**src/rtl/v3n_pkg.sv**
```systemverilog
// v3n_pkg: shared types and widths for the 3D vector normalizer.
// No dependencies; every other file imports it.
package v3n_pkg;

    localparam int DATA_W = 32;
    localparam int SQ_W   = 64;

    typedef logic signed [DATA_W-1:0] comp_t;
    typedef logic        [DATA_W-1:0] mag_t;
    typedef logic        [SQ_W-1:0]   sq_t;

endpackage

```
**src/rtl/v3n_merge.sv**
```systemverilog
// v3n_merge: output register; clamps, signs and zeroes the lane quotients.
// Depends on v3n_pkg.
module v3n_merge import v3n_pkg::*;
#(
    parameter int OUT_FRAC_BITS = 30
)
(
    input  logic                        clk,
    input  logic                        en,
    input  logic [2:0][OUT_FRAC_BITS:0] q,
    input  logic [2:0]                  neg,
    input  logic                        zero,
    output comp_t                       unit_x,
    output comp_t                       unit_y,
    output comp_t                       unit_z,
    output logic                        zero_length
);

    localparam logic [OUT_FRAC_BITS:0] ONE = (OUT_FRAC_BITS+1)'(1) << OUT_FRAC_BITS;

    comp_t unit_next [3];
    comp_t unit_reg  [3];
    logic  zero_reg;

    always_comb
    begin
        for (int i = 0; i < 3; i++)
        begin
            logic [OUT_FRAC_BITS:0] qc;
            comp_t                  m;
            qc = (q[i] > ONE) ? ONE : q[i];
            m  = comp_t'(qc);
            if (zero)
                unit_next[i] = '0;
            else
                unit_next[i] = neg[i] ? -m : m;
        end
    end

    always_ff @(posedge clk)
    begin
        if (en)
        begin
            for (int i = 0; i < 3; i++)
            begin
                unit_reg[i] <= unit_next[i];
            end
            zero_reg <= zero;
        end
    end

    assign unit_x      = unit_reg[0];
    assign unit_y      = unit_reg[1];
    assign unit_z      = unit_reg[2];
    assign zero_length = zero_reg;

endmodule

```
**config.mk**
```make
export PLATFORM = sky130hd
export DESIGN_NAME = v3n_merge
export DESIGN_NICKNAME = d
export VERILOG_FILES = /design/src/rtl/v3n_pkg.sv /design/src/rtl/v3n_merge.sv
export SDC_FILE = /design/constraint.sdc
export NUM_CORES = 1
export LEC_CHECK = 0
export ABC_AREA = 1
export ABC_CLOCK_PERIOD_IN_PS = 3300
export BUFFER_PORTS_ARGS = -buffer_cell sky130_fd_sc_hd__clkbuf_2
export CAP_MARGIN = 40
export CORE_ASPECT_RATIO = 2
export CORE_UTILIZATION = 55
export CTS_BUF_LIST = sky130_fd_sc_hd__clkbuf_8
export CTS_CLUSTER_SIZE = 16
export DETAILED_ROUTE_END_ITERATION = 10
export PLACE_DENSITY = 0.84
export SLEW_MARGIN = 20
export SYNTH_ARGS = -nofsm -noshare
export SYNTH_HDL_FRONTEND = slang
export SYNTH_SLANG_ARGS = --single-unit
```
**constraint.sdc**
```tcl
create_clock -name clk -period 3.3 [get_ports clk]
set_clock_uncertainty 0.15 [all_clocks]
set_input_delay 0.825 -clock clk [delete_from_list [all_inputs] [get_ports clk]]
set_output_delay 0.825 -clock clk [all_outputs]
set_load 0.005 [all_outputs]
```
==> summary.txt <==
Hold path
  – Hold path depth: 3
  – Worst hold path class: input port to register
  – Hold Crit Endpoint: unit_reg[0][32]
  – Hold Crit Start: q[31]

Timing
  – Unrepaired setup endpoints after global routing: no
  – Peak Freq: 351.5 MHz
  – Fin crit period: 2.845 ns
  – Worst-Margin Slew: 0.6790 ns
  – Final Hold Viols: 0
  – Slew headroom: 54.14%
  – Final Max Slew Viols: 0
  – Final setup vio count: 0
  – Setup TNS: 0 ns
  – Fin crit share: 86.22%

Global routing
  – Vias in the first global route: 7210
  – Initial antenna violation count: 0
  – Largest net degree at the start of global routing: 52
  – Total gr overflow: 0
  – First-pass GRT wire length: 33.00 mm
  – Total GRT Usage: 33.37%

Logic synthesis
  – Area of the mapped netlist: 6974 sq um
  – Post-Synthesis Net Count: 1083
  – Unique masters post-synth: 42
  – FFs w/ async S/R, synth: 0%
  – Mean Syn Cell Area: 7.109 sq um
  – Ys flop type: edfxtp_1
  – Mapped Cells: 981
  – Yosys reg bits: 97
  – Register area share after synthesis: 41.77%
  – Yosys warnings: 0
  – Number of synthesized flops with an enable pin: 97

Layout
  – Commonest non-fill, non-tap cell in the layout: nand2_1
  – Most frequent cells in the layout: nand2_1 (260), clkbuf_2 (194), nor2_1 (185), edfxtp_1 (97), o21ai_0 (80)
  – Area Growth Syn to Fin: 19.41%
  – Share of layout cells above drive strength 1: 21.81%
  – # fillers: 1142
  – Max reg flops: 96
  – Design Area, Final: 8328 sq um
  – # diodes: 0
  – Final #Nets: 1272

Drt
  – DRT Wirelength: 21.30 mm
  – Antenna violation net count after detailed routing: 0
  – Pre-antenna DRT Iters: 5
  – Vias per cell: 5.707
  – Initial DRC count: 423
  – Vias: 7539
  – Avg WL per Cell: 16.12 um
  – Drt drc: 0

Run
  – MaxCap Viol Count: 0

Clock network
  – Total CTS buffers: 9
  – CTS Hold Buffers Added: 0
  – H-tree depth: 3
  – Clk buf depth: 2
  – Post-CTS Repair Setup Buffers: 0
  – CTS resizes: 0
  – CTS sink cnt: 97
  – CTS tree: yes
  – CTS clk-pin slew, worst paths: 0.09 ns
  – Root Buffer: clkbuf_8

Place
  – DP HPWL: 16.85 mm
  – IO Port Bufs: 195
  – Placed Instance Area: 8153 sq um
  – Final GP Congestion: 1.000

Floorplan
  – Die height: 161.3 um
  – Core area: 12270 sq um
  – Core Rows: 57
  – Starting density of the core: 56.85%
  – Die ar.: 13160 sq um
  – Die X: 81.63 um
  – Total I/O pin count: 196

Power and ir drop
  – Max VDD drop: 223.8 uV
  – Pwr Density: 369.7 nW/um^2
  – Static Leak: 0.003892 uW

Critical path
  – Worst EP required: 3.28 ns
  – Crit path max fanout: 6
  – Worst path top cell family by delay: simple AND/OR/NAND/NOR gates
  – CP peak stage delay: 0.34 ns
  – Buffers & Inverters on Critical Path: 1
  – Slowest-stage cell, CP: o21ai_2
  – Crit end category: register
  – WS Path Type: input port to register
  – WP data arrival: 2.83 ns
  – CP Launch Type: input port
  – Cells along the critical path: clkbuf_2 -> nor2_1 -> nand2_1 -> nor2_1 -> nand2_1 -> o21ai_2 -> nand2_1 -> ha_1 -> nand2_1 -> nand2_1 -> nand3_1 -> nor2_2 -> a21oi_1 -> nor2_1
  – Most Frequent Cell on Critical Path: nand2_1

Outcome
  – Status: finished, final reports clean
power breakdown:
part	switching [uW]	internal (uW)	total [uW]	leakage, uW
sequential	39.9	1490	1530	0.000936
clock	415	337	751	0.0000951
combinational	506	292	798	0.00286
total	960	2120	3080	0.00389
through the flow:
stage                     setup WS [ns]  utilization (%)  hold WS [ns]  total power, uW  std cells
final                            0.4547            67.89        0.6675             3078       1321
after global routing             0.1552            67.89        0.6750             3234       1321
after CTS                        0.4919            67.89        0.6527             3075       1321
after detailed placement         0.1098            66.46         1.038             2348       1306
after global placement           0.1473            66.46         1.055             2333       1306
after floorplan                  0.2348                -        0.7739             1973        981
Yosys cell counts, drive strengths merged (11+ instances only):
| cell type | count | area (sq um) |
|---|---|---|
| inv | 76 | 285.3 |
| edfxtp | 97 | 2913 |
| nand4 | 11 | 68.82 |
| a21oi | 59 | 295.3 |
| clkbuf | 17 | 63.81 |
| nor2 | 193 | 754.5 |
| nand2 | 263 | 994.7 |
| nand3 | 61 | 310.3 |
| nor3 | 16 | 80.08 |
| buf | 21 | 152.6 |
| o21ai | 103 | 545.5 |
| o41ai | 21 | 183.9 |
worst max-delay path by stage:
stage	endpoint	cells past startpoint	from
3_5_place_dp	unit_reg[0][54]	14	q[35]
4_1_cts	unit_reg[0][54]	14	q[35]
5_1_grt	unit_reg[0][58]	14	q[35]
3_3_place_gp	unit_reg[0][88]	16	q[83]
2_1_floorplan	unit_reg[0][62]	17	q[58]
6_report	unit_reg[0][54]	14	q[35]
metal layers:
metal | share of wire [%] | vias to the layer above | GRT usage (%) | wire (um)
li1 | - | 3714 | - | -
met1 | 33 | 3404 | 31.40 | 6922
met4 | 7.5 | 0 | 24.96 | 1604
met3 | 5.2 | 101 | 5.198 | 1102
met2 | 55 | 320 | 61.33 | 11670
met5 | 0 | - | 0 | 0
tightest hold or removal path: stages:
cell and delay [ns]:
clkbuf_2 0.09, nand2_1 0.08, nor2_1 0.09
cells by family (layout without fill, tap and decap cells):
kind of cell | after synthesis | after routing | share of synthesized area [%]
compound gates | 201 | 201 | 16.72
buf+inv | 115 | 308 | 7.248
simple gates | 565 | 565 | 33.73
fa+ha+maj | 3 | 3 | 0.5383
flops | 97 | 97 | 41.77
cell type report:
type	instances	area, sq um	share of cell area (%)
multi-input combinational	769	3556	42.70
sequential	97	2913	34.98
timing repair buffer	216	1211	14.54
inverter	77	289.0	3.471
tap	147	183.9	2.209
clock buffer	9	123.9	1.487
clock inverter	6	51.30	0.6160
Note: power is estimated with default switching activity, not from simulation.
